File: config.mk
export PLATFORM = sky130hd
export DESIGN_NAME = led_driver_two_wire_frame_writer_top_flat
export DESIGN_NICKNAME = d
export VERILOG_FILES = /design/src/hdl/ledw_pkg.sv /design/src/hdl/ledw_ifs.sv /design/src/hdl/led_driver_two_wire_frame_writer_top.sv /design/src/flat_wrapper.sv
export SDC_FILE = /design/constraint.sdc
export NUM_CORES = 1
export LEC_CHECK = 0
export ABC_CLOCK_PERIOD_IN_PS = 8450
export BUFFER_PORTS_ARGS = -buffer_cell sky130_fd_sc_hd__buf_2
export CAP_MARGIN = 10
export CORE_ASPECT_RATIO = 1.1
export CORE_UTILIZATION = 43
export DETAILED_ROUTE_END_ITERATION = 8
export PLACE_DENSITY = 0.65
export SYNTH_ARGS = -nofsm -noshare
export SYNTH_HDL_FRONTEND = slang
export SYNTH_SLANG_ARGS = --single-unit
File: constraint.sdc
create_clock -name i_clk -period 8.45 [get_ports i_clk]
set_input_delay 0.4225 -clock i_clk [delete_from_list [all_inputs] [get_ports i_clk]]
set_output_delay 0.4225 -clock i_clk [all_outputs]
set_load 0.05 [all_outputs]
File: src/hdl/ledw_pkg.sv
// shared constants and types for the two-wire LED frame writer
// no dependencies; used by the top level
`default_nettype none

package ledw_pkg;

    localparam int unsigned NUM_DIGITS = 4;

    localparam logic [1:0] CMD_TICK  = 2'd0;
    localparam logic [1:0] CMD_CTRL  = 2'd1;
    localparam logic [1:0] CMD_DIGIT = 2'd2;

    localparam logic [7:0] FIRST_CTRL  = 8'h48;
    localparam logic [7:0] FIRST_DIGIT = 8'h68;

    localparam logic [5:0] PH_IDLE   = 6'd0;
    localparam logic [5:0] PH_START0 = 6'd1;
    localparam logic [5:0] PH_START1 = 6'd2;
    localparam logic [5:0] PH_START2 = 6'd3;
    localparam logic [5:0] PH_BYTE0  = 6'd4;
    localparam logic [5:0] PH_BYTE1  = 6'd31;
    localparam logic [5:0] PH_STOP   = 6'd58;
    localparam logic [5:0] PH_LAST   = 6'd59;

    localparam logic [1:0] SUB_LOW  = 2'd0;
    localparam logic [1:0] SUB_MID  = 2'd1;
    localparam logic [1:0] SUB_HIGH = 2'd2;

    localparam logic [1:0] ADDR_PHASE_TICKS = 2'd0;

    localparam logic [15:0] PHASE_TICKS_RST = 16'd10;

    typedef struct packed {
        logic scl;
        logic sda_out;
        logic sda_sampling;
        logic busy_res;
        logic frame_done;
        logic nack_seen;
        logic rejected;
    } t_res;

endpackage

`default_nettype wire

File: src/hdl/ledw_ifs.sv
// valid/ready channel interfaces for tick requests and per-tick results
// depends on nothing; used by the top level
`default_nettype none

interface ledw_tick_if;
    logic       valid;
    logic       ready;
    logic [1:0] cmd;
    logic [1:0] digit;
    logic [7:0] data_byte;
    logic       sda_in;

    modport source (output valid, cmd, digit, data_byte, sda_in, input ready);
    modport sink   (input valid, cmd, digit, data_byte, sda_in, output ready);
endinterface

interface ledw_res_if;
    logic valid;
    logic ready;
    logic scl;
    logic sda_out;
    logic sda_sampling;
    logic busy_res;
    logic frame_done;
    logic nack_seen;
    logic rejected;

    modport source (output valid, scl, sda_out, sda_sampling, busy_res, frame_done,
                    nack_seen, rejected, input ready);
    modport sink   (input valid, scl, sda_out, sda_sampling, busy_res, frame_done,
                    nack_seen, rejected, output ready);
endinterface

`default_nettype wire

File: src/hdl/led_driver_two_wire_frame_writer_top.sv
// two-wire frame writer for an LED display controller, one bus tick per beat
// depends on ledw_pkg and the channel interfaces in ledw_ifs.sv
//
// channel   dir   handshake          beat
// i_tick    in    valid/ready        cmd, digit, data_byte, sda_in
// o_res     out   valid/ready        scl, sda_out, sda_sampling, busy_res,
//                                    frame_done, nack_seen, rejected
// apb       in    psel/penable       phase_ticks at byte address 0
//
// one tick beat per clock cycle unless the result side stalls; one result beat
// per tick, registered. the result register decouples the sides; a tick is
// taken whenever the result register is empty or being drained
// synchronous active-low reset: idle, both lines high, phase_ticks 10
`default_nettype none

module led_driver_two_wire_frame_writer_top (
    input  wire         i_clk,
    input  wire         i_rst_n,
    ledw_tick_if.sink   i_tick,
    ledw_res_if.source  o_res,
    input  wire         psel,
    input  wire         penable,
    input  wire         pwrite,
    input  wire  [1:0]  paddr,
    input  wire  [31:0] pwdata,
    output logic [31:0] prdata,
    output logic        pready
);
    import ledw_pkg::*;

    logic [15:0] r_phase_ticks;
    logic [5:0]  r_phase, n_phase;
    logic [15:0] r_tick, n_tick;
    logic [7:0]  r_shift, n_shift;
    logic [7:0]  r_second, n_second;
    logic [3:0]  r_bit, n_bit;
    logic [1:0]  r_sub, n_sub;
    logic        r_nack, n_nack;
    logic [1:0]  r_line, n_line;
    logic        r_out_valid;
    t_res        r_res, n_res;

    logic        w_accept;
    logic        w_req;
    logic [1:0]  w_dig;
    logic [15:0] w_lim;
    logic        w_scl;
    logic        w_sda;
    logic        w_in_byte;
    logic        w_ack;

    assign pready   = 1'b1;
    assign prdata   = (paddr == ADDR_PHASE_TICKS) ? {16'd0, r_phase_ticks} : 32'd0;
    assign i_tick.ready = !r_out_valid || o_res.ready;
    assign w_accept = i_tick.valid && i_tick.ready;
    assign w_req    = (i_tick.cmd == CMD_CTRL) || (i_tick.cmd == CMD_DIGIT);
    assign w_dig    = ({1'b0, i_tick.digit} >= 3'(NUM_DIGITS)) ?
                      2'(NUM_DIGITS - 1) : i_tick.digit;
    assign w_lim    = (r_phase_ticks == 16'd0) ? 16'd1 : r_phase_ticks;

    always_comb begin
        n_phase  = r_phase;
        n_tick   = r_tick;
        n_shift  = r_shift;
        n_second = r_second;
        n_bit    = r_bit;
        n_sub    = r_sub;
        n_nack   = r_nack;
        n_line   = r_line;
        n_res    = '0;
        w_scl    = 1'b1;
        w_sda    = 1'b1;
        w_in_byte = 1'b0;
        w_ack    = 1'b0;
        if (r_phase == PH_IDLE) begin
            if (w_req) begin
                n_shift  = (i_tick.cmd == CMD_CTRL) ? FIRST_CTRL :
                           FIRST_DIGIT + {5'd0, w_dig, 1'b0};
                n_second = i_tick.data_byte;
                n_bit    = 4'd0;
                n_nack   = 1'b0;
                n_phase  = PH_START0;
                n_tick   = 16'd0;
                n_sub    = SUB_LOW;
            end
        end else if (w_req) begin
            n_res.rejected = 1'b1;
        end

        // phase kind of this tick, before any advance
        w_in_byte = (n_phase >= PH_BYTE0) && (n_phase < PH_STOP);
        w_ack     = n_bit[3];

        if (n_phase == PH_IDLE) begin
            w_scl = n_line[1];
            w_sda = n_line[0];
        end else begin
            n_res.busy_res = 1'b1;
            if (n_phase == PH_START0) begin
                w_scl = 1'b1; w_sda = 1'b1;
            end else if (n_phase == PH_START1 || n_phase == PH_LAST) begin
                w_scl = 1'b1; w_sda = 1'b0;
            end else if (n_phase == PH_START2 || n_phase == PH_STOP) begin
                w_scl = 1'b0; w_sda = 1'b0;
            end else if (w_ack) begin
                w_scl = (n_sub == SUB_MID);
                w_sda = 1'b1;
                n_res.sda_sampling = (n_sub != SUB_LOW);
            end else if (n_sub == SUB_LOW) begin
                w_scl = 1'b0; w_sda = n_line[0];
            end else begin
                w_scl = (n_sub == SUB_HIGH); w_sda = n_shift[0];
            end
            n_line = {w_scl, w_sda};
            n_tick = n_tick + 16'd1;
            if (n_tick >= w_lim) begin
                n_tick = 16'd0;
                if (w_in_byte && !w_ack && n_sub == SUB_HIGH) begin
                    n_shift = {1'b0, n_shift[7:1]};
                    n_bit   = n_bit + 4'd1;
                end else if (w_in_byte && w_ack && n_sub == SUB_MID) begin
                    if (i_tick.sda_in) begin
                        n_nack = 1'b1;
                    end
                end else if (w_in_byte && w_ack && n_sub == SUB_HIGH &&
                             n_phase < PH_BYTE1) begin
                    n_shift = n_second;
                    n_bit   = 4'd0;
                end
                if (w_in_byte) begin
                    n_sub = (n_sub == SUB_HIGH) ? SUB_LOW : n_sub + 2'd1;
                end
                if (n_phase == PH_LAST) begin
                    n_phase = PH_IDLE;
                    n_res.frame_done = 1'b1;
                    n_line = 2'b11;
                end else begin
                    n_phase = n_phase + 6'd1;
                end
            end
        end
        n_res.scl       = w_scl;
        n_res.sda_out   = w_sda;
        n_res.nack_seen = n_nack;
    end

    always_ff @(posedge i_clk) begin
        if (!i_rst_n) begin
            r_phase_ticks <= PHASE_TICKS_RST;
            r_phase       <= PH_IDLE;
            r_tick        <= 16'd0;
            r_shift       <= 8'd0;
            r_second      <= 8'd0;
            r_bit         <= 4'd0;
            r_sub         <= SUB_LOW;
            r_nack        <= 1'b0;
            r_line        <= 2'b11;
            r_out_valid   <= 1'b0;
        end else begin
            if (psel && penable && pwrite && pready) begin
                r_phase_ticks <= pwdata[15:0];
            end
            if (w_accept) begin
                r_phase  <= n_phase;
                r_tick   <= n_tick;
                r_shift  <= n_shift;
                r_second <= n_second;
                r_bit    <= n_bit;
                r_sub    <= n_sub;
                r_nack   <= n_nack;
                r_line   <= n_line;
                r_out_valid <= 1'b1;
            end else if (o_res.ready) begin
                r_out_valid <= 1'b0;
            end
        end
    end

    always_ff @(posedge i_clk) begin
        if (w_accept) begin
            r_res <= n_res;
        end
    end

    assign o_res.valid        = r_out_valid;
    assign o_res.scl          = r_res.scl;
    assign o_res.sda_out      = r_res.sda_out;
    assign o_res.sda_sampling = r_res.sda_sampling;
    assign o_res.busy_res     = r_res.busy_res;
    assign o_res.frame_done   = r_res.frame_done;
    assign o_res.nack_seen    = r_res.nack_seen;
    assign o_res.rejected     = r_res.rejected;

`ifndef SYNTHESIS
    a_idle_tick_clear: assert property (@(posedge i_clk) disable iff (!i_rst_n)
        r_phase == PH_IDLE |-> r_tick == 16'd0)
        else $error("tick counter not clear while idle");
    a_bit_range: assert property (@(posedge i_clk) disable iff (!i_rst_n)
        r_bit <= 4'd8)
        else $error("bit count beyond one byte");
    a_done_busy: assert property (@(posedge i_clk) disable iff (!i_rst_n)
        r_out_valid && r_res.frame_done |-> r_res.busy_res && r_phase == PH_IDLE)
        else $error("frame done outside a frame");
    a_sample_busy: assert property (@(posedge i_clk) disable iff (!i_rst_n)
        r_out_valid && (r_res.sda_sampling || r_res.rejected) |-> r_res.busy_res)
        else $error("sampling or reject while idle");
    a_idle_lines: assert property (@(posedge i_clk) disable iff (!i_rst_n)
        r_phase == PH_IDLE |-> r_line == 2'b11)
        else $error("lines not released while idle");
`endif

endmodule

`default_nettype wire
File: src/flat_wrapper.sv
// flat-port wrapper written by rule: the top's interface ports become plain ports
module led_driver_two_wire_frame_writer_top_flat import ledw_pkg::*;
  (i_clk, i_rst_n, psel, penable, pwrite, paddr, pwdata, prdata, pready, i_tick_valid, i_tick_cmd, i_tick_digit, i_tick_data_byte, i_tick_sda_in, i_tick_ready, o_res_valid, o_res_scl, o_res_sda_out, o_res_sda_sampling, o_res_busy_res, o_res_frame_done, o_res_nack_seen, o_res_rejected, o_res_ready);
  ledw_tick_if i_tick_i ();
  ledw_res_if o_res_i ();
  input  wire i_clk;
  input  wire i_rst_n;
  input  wire psel;
  input  wire penable;
  input  wire pwrite;
  input  wire  [1:0] paddr;
  input  wire  [31:0] pwdata;
  output logic [31:0] prdata;
  output logic pready;
  input wire logic [$bits(i_tick_i.valid)-1:0] i_tick_valid;
  input wire logic [$bits(i_tick_i.cmd)-1:0] i_tick_cmd;
  input wire logic [$bits(i_tick_i.digit)-1:0] i_tick_digit;
  input wire logic [$bits(i_tick_i.data_byte)-1:0] i_tick_data_byte;
  input wire logic [$bits(i_tick_i.sda_in)-1:0] i_tick_sda_in;
  output wire logic [$bits(i_tick_i.ready)-1:0] i_tick_ready;
  output wire logic [$bits(o_res_i.valid)-1:0] o_res_valid;
  output wire logic [$bits(o_res_i.scl)-1:0] o_res_scl;
  output wire logic [$bits(o_res_i.sda_out)-1:0] o_res_sda_out;
  output wire logic [$bits(o_res_i.sda_sampling)-1:0] o_res_sda_sampling;
  output wire logic [$bits(o_res_i.busy_res)-1:0] o_res_busy_res;
  output wire logic [$bits(o_res_i.frame_done)-1:0] o_res_frame_done;
  output wire logic [$bits(o_res_i.nack_seen)-1:0] o_res_nack_seen;
  output wire logic [$bits(o_res_i.rejected)-1:0] o_res_rejected;
  input wire logic [$bits(o_res_i.ready)-1:0] o_res_ready;
  assign i_tick_i.valid = i_tick_valid;
  assign i_tick_i.cmd = i_tick_cmd;
  assign i_tick_i.digit = i_tick_digit;
  assign i_tick_i.data_byte = i_tick_data_byte;
  assign i_tick_i.sda_in = i_tick_sda_in;
  assign i_tick_ready = i_tick_i.ready;
  assign o_res_valid = o_res_i.valid;
  assign o_res_scl = o_res_i.scl;
  assign o_res_sda_out = o_res_i.sda_out;
  assign o_res_sda_sampling = o_res_i.sda_sampling;
  assign o_res_busy_res = o_res_i.busy_res;
  assign o_res_frame_done = o_res_i.frame_done;
  assign o_res_nack_seen = o_res_i.nack_seen;
  assign o_res_rejected = o_res_i.rejected;
  assign o_res_i.ready = o_res_ready;
  led_driver_two_wire_frame_writer_top u_core (.i_clk(i_clk), .i_rst_n(i_rst_n), .i_tick(i_tick_i), .o_res(o_res_i), .psel(psel), .penable(penable), .pwrite(pwrite), .paddr(paddr), .pwdata(pwdata), .prdata(prdata), .pready(pready));
endmodule
==> results_dict.tcl <==
set metrics [dict create \
    netlist_area_um2 4490 \
    rsz0062_at_grt "no" \
    place.gp.congestion 0.830 \
    clock_path_buffers 2 \
    nFillCells 997 \
    grtUsageTotal_pct 21.9 \
    drt_iter0_drc 169 \
    async_flop_share_pct 0 \
    path_clk_slew_ns 0.07 \
    io_buffers 62 \
    layout-drive-gt1-share_pct 15.0 \
    netlist.area_leader.share_pct 28.6 \
    reg2reg_slack_ns 2.86 \
    crit_required_ns 8.72 \
    grt.overflow.total 0 \
    cp-end-kind "register" \
    ys_seq_elements 71 \
    routedWlPerCell_um 15.5 \
    die_area_um2 10800 \
    cp.arrival_ns 5.86 \
    vias 4297 \
    clock_latency_ns 0.35 \
    cap_violations 0 \
    synth_edf_count 7 \
    fin_area_um2 4890 \
    final_nets 689 \
    cts_setup_buffers 0 \
    reg2reg_depth 16 \
    fin_crit_sh_pct 66.2 \
    irDropWorstVdd_v 0.0000741 \
    path_max_fanout 27 \
    area_growth_pct 8.93 \
    whs_endpoint "u_core.r_phase_ticks[1]" \
    synthTopCellsByCount "nand2_1, dfxtp_1, nor2_1, a21oi_1, nor3_1" \
    initial_core_util_pct 44.9 \
    drtAntennaViolNets 0 \
    fp.dieW_um 99.4 \
    die_y_um 109 \
    dr.pass1.iters 4 \
    place_area_um2 4680 \
    min_path_type "in -> reg" \
    core-area_um2 9980 \
    finalMaxSlewViolations 0 \
    synthMostInstantiatedCell "nand2_1" \
    synth_area_leaders "dfxtp_1, nand2_1, ha_1" \
    rr_startpoint "u_core.r_phase[2]" \
    avgSynthCellArea_um2 7.73 \
    synth_top_cell_by_area "dfxtp_1" \
    hpwl_um 7960 \
    fmax_mhz 179 \
    ys_seq_area_share_pct 33.2 \
    leakage_uw 0.00190 \
    fin_skew_ns 0.0114 \
    grt_pass1_vias 3909 \
    hold_depth 3 \
    cp-start-kind "register" \
    total_power_uw 778 \
    ys_types 63 \
    tritoncts "yes" \
    synth_flop_cell "dfxtp_1" \
    fp-row-count 38 \
    ios 96 \
    power_density_nw_per_um2 159 \
    fin_setup_tns_ns 0 \
    cts_buffers 9 \
    postCtsHoldBufs 0 \
    r2r-end "u_core.r_line[0]" \
    ys_warn_count 0 \
    root_buffer "clkbuf_8" \
    cts_resized 0 \
    viasPerCell 5.81 \
    status "finished, final reports clean" \
    setup_viol 0 \
    antenna_cells 0 \
    hold_viol 0 \
    finalCriticalPeriod_ns 5.59 \
    htree_levels 3 \
    clkSinkCount 71 \
    grt_pass1_wl_um 18600 \
    antenna_found_initial 0 \
    worst_pin_slew_ns 1.13 \
    drc 0 \
    synthCells 580 \
    min_from "pwdata[1]" \
    wl_um 11500 \
    path_class "reg -> reg" \
    grt_max_degree 46 \
    slew_headroom_pct 24.5 \
]
[per-stage QoR]
step / hold slack, ns / cells / utilization, % / setup WS [ns]
4_1_cts: 0.287 / 739 / 48.9 / 2.88
6_report: 0.302 / 739 / 48.9 / 2.86
5_1_grt: 0.283 / 739 / 48.9 / 2.47
2_1_floorplan: 0.434 / 595 / - / 4.22
3_5_place_dp: 0.448 / 723 / 46.9 / 2.89
3_3_place_gp: 0.442 / 723 / 46.9 / 2.94
[sequential cells by signal, indices dropped and copies added (netlist names), 2 cells and up]
name,cells
u_core.r_bit,4
u_core.r_sub,2
u_core.r_phase,6
u_core.r_second,8
u_core.r_line,2
u_core.r_shift,8
u_core.r_tick,16
u_core.r_phase_ticks,16
[how the worst max path moves through the flow]
stage | from | cells after the start | end
after floorplan | u_core.r_phase[3] | 20 | u_core.r_phase[3]
after global placement | u_core.r_phase[2] | 16 | u_core.r_line[0]
after detailed placement | u_core.r_phase[2] | 16 | u_core.r_line[0]
after CTS | u_core.r_phase[2] | 16 | u_core.r_line[0]
after global routing | u_core.r_phase[2] | 17 | u_core.r_line[0]
final | u_core.r_phase[2] | 16 | u_core.r_line[0]
[worst max-delay path, stage by stage, from the launching register on]
cell	delay (ns)
dfxtp_1	0.44
nor4_4	0.61
nand2_1	0.69
and2_1	0.44
ha_1	0.25
and3_1	0.26
and3_1	0.21
xnor2_1	0.13
nor2_1	0.08
ha_1	0.34
o2111ai_1	0.12
a311oi_1	0.39
nor2_1	0.10
a21o_1	0.32
buf_4	0.31
or4_1	0.57
a41oi_1	0.23
[routing by layer]
layer | vias to the layer above | share of wire [%] | track usage [%]
met5 | - | 0 | 0
met4 | 0 | 2.7 | 10.5
met3 | 25 | 4.9 | 4.62
met2 | 134 | 49 | 36.9
met1 | 2024 | 44 | 26.6
li1 | 2114 | - | -
[cell usage in the layout, fill, tap and decap left out, types with 12 or more instances in the layout]
cell	instances
a21oi_1	51
nand3_1	23
inv_1	25
nor2_1	53
clkbuf_8	12
o21ai_0	18
dfxtp_1	64
ha_1	21
buf_2	62
nand2_1	85
conb_1	17
o211ai_1	13
nor3_1	26
[where the power goes]
group | internal [µW] | total, µW | switching [µW]
logic | 36.2 | 139 | 103
clock network | 148 | 280 | 132
registers | 352 | 359 | 7.40
total | 536 | 778 | 242
[cell type report]
class	count	area [µm²]	share of cell area, %
Clock buffer	14	194	3.97
Clock inverter	2	10.0	0.205
Inverter	25	93.8	1.92
Multi-Input combinational cell	441	2610	53.3
Sequential cell	71	1490	30.5
Tap cell	120	150	3.07
Timing Repair Buffer	66	340	6.97
[logic make-up (layout without fill, tap and decap cells)]
family | count (synthesis) | after routing | synth area share, %
simple gates | 247 | 247 | 26.8
compound gates | 140 | 140 | 20.7
flops | 71 | 71 | 33.2
buf+inv | 83 | 107 | 9.90
fa+ha+maj | 21 | 21 | 5.86
other cells | 2 | 17 | 0.167
xor+xnor | 10 | 10 | 1.95
mux | 6 | 6 | 1.42
(Power assumes the default switching activity.)
